## config.mk

```make
export PLATFORM = sky130hd
export DESIGN_NAME = cau_div_cell
export DESIGN_NICKNAME = d
export VERILOG_FILES = /design/src/hw/rtl/complex_arith_unit_macros.svh /design/src/hw/rtl/cau_div_cell.sv
export SDC_FILE = /design/constraint.sdc
export NUM_CORES = 1
export LEC_CHECK = 0
export BUFFER_PORTS_ARGS = -buffer_cell sky130_fd_sc_hd__buf_2
export CAP_MARGIN = 25
export CORE_AREA = 2 2 175 177
export CTS_BUF_LIST = sky130_fd_sc_hd__clkbuf_4
export DETAILED_ROUTE_END_ITERATION = 7
export DIE_AREA = 0 0 177 179
export PLACE_DENSITY_LB_ADDON = 0.3
export SYNTH_ARGS = -nofsm -noshare
export SYNTH_HDL_FRONTEND = slang
export SYNTH_SLANG_ARGS = --single-unit
```

## constraint.sdc

```tcl
create_clock -name clk -period 3.74 [get_ports clk]
set_input_delay 0.187 -clock clk [delete_from_list [all_inputs] [get_ports clk]]
set_output_delay 0.187 -clock clk [all_outputs]
set_load 0.02 [all_outputs]
```

## src/hw/rtl/complex_arith_unit_macros.svh

```systemverilog
// Assertion macros for the complex arithmetic unit.
`ifndef COMPLEX_ARITH_UNIT_MACROS_SVH
`define COMPLEX_ARITH_UNIT_MACROS_SVH

// Check that cons holds in the same cycle as ante.
`define CAU_ASSERT_IMP(lbl, ante, cons) \
	lbl: assert property (@(posedge clk) disable iff (!arst_n) (ante) |-> (cons)) \
		else $error("complex_arith_unit: assertion failed");

// Check that cons holds in the cycle after ante.
`define CAU_ASSERT_NXT(lbl, ante, cons) \
	lbl: assert property (@(posedge clk) disable iff (!arst_n) (ante) |=> (cons)) \
		else $error("complex_arith_unit: assertion failed");

`endif

```

## src/hw/rtl/cau_div_cell.sv

```systemverilog
// One restoring-division step: shift in a dividend bit, trial subtract, emit a quotient bit.
module cau_div_cell #(
	parameter int QW = 32
) (
	input  logic          clk,
	input  logic          en,
	input  logic [63:0]   den_in,
	input  logic [63:0]   rem_in,
	input  logic [63:0]   dvd_in,
	input  logic [QW-1:0] q_in,
	input  logic          ovf_in,
	output logic [63:0]   den_out,
	output logic [63:0]   rem_out,
	output logic [63:0]   dvd_out,
	output logic [QW-1:0] q_out,
	output logic          ovf_out
);

	logic [64:0] trial;
	logic [64:0] diff;
	logic        ge;
	logic [63:0] rem_nx;

	always_comb begin
		trial = {rem_in, dvd_in[63]};
		diff = trial - {1'b0, den_in};
		ge = trial >= {1'b0, den_in};
		rem_nx = ge ? diff[63:0] : trial[63:0];
	end

	always_ff @(posedge clk) begin
		if (en) begin
			den_out <= den_in;
			rem_out <= rem_nx;
			dvd_out <= {dvd_in[62:0], 1'b0};
			q_out <= {q_in[QW-2:0], ge};
			ovf_out <= ovf_in | q_in[QW-1];
		end
	end

endmodule

```

==> results.md <==
* Worst hold-check path type: input port to flop
* Vias/cell at approximately 5.0
* Routed length per instance at 18.2 um
* Nets@finish at about 2000
* Nature of the critical path endpoint: flop
* Req. time, crit path at slightly above 4 ns
* Sequential Power Share at 0.415
* Ys async rst share at 0
* Clock power frac at 0.330
* Slowest stage cell on the critical path: dlygate4sd3_1
* CP Data Arrival Time at 3.78 ns
* Yosys cell types at between 70 and 80
* Fmax at about 300 MHz
* Tightest Pin Transition at between 0.8 and 0.9 ns
* Overall Global Routing Usage at 0.241
* Clock Tree Root: clkbuf_4
* Overall power at about 0.0076 W
* Dpl hpwl at between 20000 and 30000 um
* GRT overflow at 0
* CTS clock-pin slew for the worst setup and hold paths at about 0.06 ns
* Post-Route WL at around 40000 um
* CTS Buffer Depth at 3
* H-tree depth at 3
* Sw frac at 0.309
* Status: finished clean
* Setup crit start kind: input port
* Syn_area_per_cell at around 11 sq um
* Largest stage delay on the critical path at about 0.52 ns
* #FFs+latches synth at roughly 220
* Global-route wire length before repair at roughly 58000 um
* Max-cap viol count at 0
* Synthesized Nets at about 1300
* Rel. slew slack at 0.433
* Post-route ant nets at 0
* DRT Pass-1 Iters at 5
* Largest net degree at the start of global routing at 100
* Mapped Cells at 1030
* Initial antenna violation count at 3
* Setup TNS at 0 ns
* YS warnings at 0
* Most frequent cells in the layout: buf_2 (449), edfxtp_1 (224), dlygate4sd3_1 (224)
* Setup violations, final at 0
* RSZ-0062 raised after global routing: no
* CP Cell Sequence: dlygate4sd3_1 -> buf_2 -> inv_1 -> ha_1 -> a21oi_1 -> o21ai_1 -> or3_1 -> inv_1 -> nand2_1 -> o2111a_1 -> nor3_4 -> o21bai_1 -> a2111oi_0 -> nor4_1
* CTS tree: done
* Num rows at 64
* CTS Hold Buffers Added at approximately 220
* Die X at roughly 180 um
* Worst vdd ir at between 0.2 and 0.25 mV
* LEAKAGE at 7.86 nW
* CTS buffer count at between 60 and 70
* Initial core utilization at 0.391
* Cell-internal power at roughly 0.0052 W
* Starting DRT DRC Count at 649
* Seq/Total Area, Yosys at 0.574
* RD Place Congestion at approximately 0.9
* Via count at 11000
* Vias in the first global route at 11300
* Layout cells sized above 1 at 0.335
* Min Tclk post-route at 3.38 ns
* Sink Count at approximately 220
* Port buffer count at 450
* Psw at around 0.0023 W
* Core box area at around 30000 sq um
* DRC at 0
* Die area at ~32000 sq um
* Comb power frac at 0.255
* Area delta synth->final at 49.7%
* Top-Level Pins at roughly 450
* Post-CTS Resized at 0
* Final Hold Fails at 0
* Max Slew Vio Count at 0
* Most frequent CP cell: inv_1
* Worst Setup Path Type: input port to flop
* Synthesized cell area at 11700 sq um
* Main synth FF type: edfxtp_1
* Power density over the cells at between 400 and 500 nW/um^2
* Die height at roughly 180 um
* EDFF count, synth at roughly 220
* Leading cell type in the layout, fill and taps excluded: buf_2
* Crit path max fanout at 6
* Post-route clock period utilization at 0.903
* Post-CTS setup buffer count at 0
==> layout make-up <==
cell class	count	area, sq um
clock buffers	90	676
well taps	396	495
inverters	82	310
fillers	2527	12500
clock inverters	22	205
repair buffers	689	4640
flip-flops and latches	224	6730
multi-input cells	688	4490
diodes	4	10.0
==> routing by layer <==
metal | share of wire | track usage | vias to the layer above
met5 | 0 | 0 | -
met4 | 0.038 | 0.114 | 0
met3 | 0.072 | 0.0626 | 90
met2 | 0.52 | 0.444 | 459
met1 | 0.37 | 0.256 | 5170
li1 | - | - | 5281
==> kinds of logic (layout without fill, tap and decap cells) <==
logic type	count (synthesis)	count (layout)	share of synthesized area
mux	2	2	0.00181
fa+ha+maj	65	65	0.0700
flops	224	224	0.574
simple gates	291	291	0.118
xor+xnor	49	49	0.0366
other cells	1	5	0.000320
buf+inv	118	883	0.0438
compound gates	280	280	0.156
==> registers in the layout, summed over array words and instances, names as in the netlist <==
signal	cells
dvd_out	63
den_out	64
ovf_out	1
q_out	32
rem_out	64
==> Yosys cell counts (3+ instances only) <==
library cell / n / area share
inv_1: 81 / 0.026
ha_1: 64 / 0.068
a31oi_1: 5 / 0.0027
or3_1: 4 / 0.0021
nand4_1: 14 / 0.0075
nand2b_1: 9 / 0.0048
clkbuf_1: 7 / 0.0022
nand3_1: 19 / 0.0081
edfxtp_1: 224 / 0.57
nor4b_1: 3 / 0.0022
and2_1: 8 / 0.0043
a21o_1: 32 / 0.020
o31ai_1: 10 / 0.0064
nand2_1: 91 / 0.029
and3_1: 11 / 0.0059
o21ai_1: 9 / 0.0038
o21ai_0: 42 / 0.018
a21oi_2: 3 / 0.0022
xor2_1: 27 / 0.020
nor2b_1: 6 / 0.0032
o21bai_1: 8 / 0.0051
nor3_1: 8 / 0.0034
o21a_1: 8 / 0.0051
nor4_1: 6 / 0.0032
nor2_1: 93 / 0.030
o31a_1: 3 / 0.0022
a21oi_1: 106 / 0.045
a31o_2: 3 / 0.0022
buf_2: 19 / 0.0081
o211ai_1: 9 / 0.0058
a211oi_1: 8 / 0.0051
xnor2_1: 22 / 0.016
or2_2: 5 / 0.0027
buf_4: 8 / 0.0051
==> path summary, 6_finish.rpt <==
kind / slack [ns] / end / cells after the start / from
worst max-delay path: 0.36 / rem_out[56] / 14 / den_in[17]
worst min-delay path: 0.07 / rem_out[46] / 1 / en
==> power by group through the flow <==
stage          combinational [W]  sequential, W  clock [W]
2_1_floorplan           0.000723        0.00353          0
3_3_place_gp             0.00170        0.00318          0
3_5_place_dp             0.00172        0.00319          0
4_1_cts                  0.00192        0.00314    0.00259
5_1_grt                  0.00208        0.00316    0.00272
6_report                 0.00193        0.00314    0.00250
==> critical path: cells and delay by family <==
family	cells	cell delay [ns]
AO/OA/AOI/OAI	5	1.39
adder cells (fa/ha/maj)	1	0.38
buffers and inverters	4	0.76
AND/OR/NAND/NOR	4	1.06
==> stage by stage <==
step                setup slack, ns   util  instance area [sq um]  instances  hold WS [ns]
floorplan                     0.929      -                  11700       1030         0.286
global placement              0.324  0.480                  14400       1855         0.363
detailed placement            0.281  0.480                  14400       1855         0.365
CTS                           0.474  0.584                  17500       2191        0.0573
global route                  0.269  0.584                  17500       2194        0.0594
finish                        0.363  0.585                  17600       2195        0.0730
No activity file was read; power rests on OpenSTA's default activity.
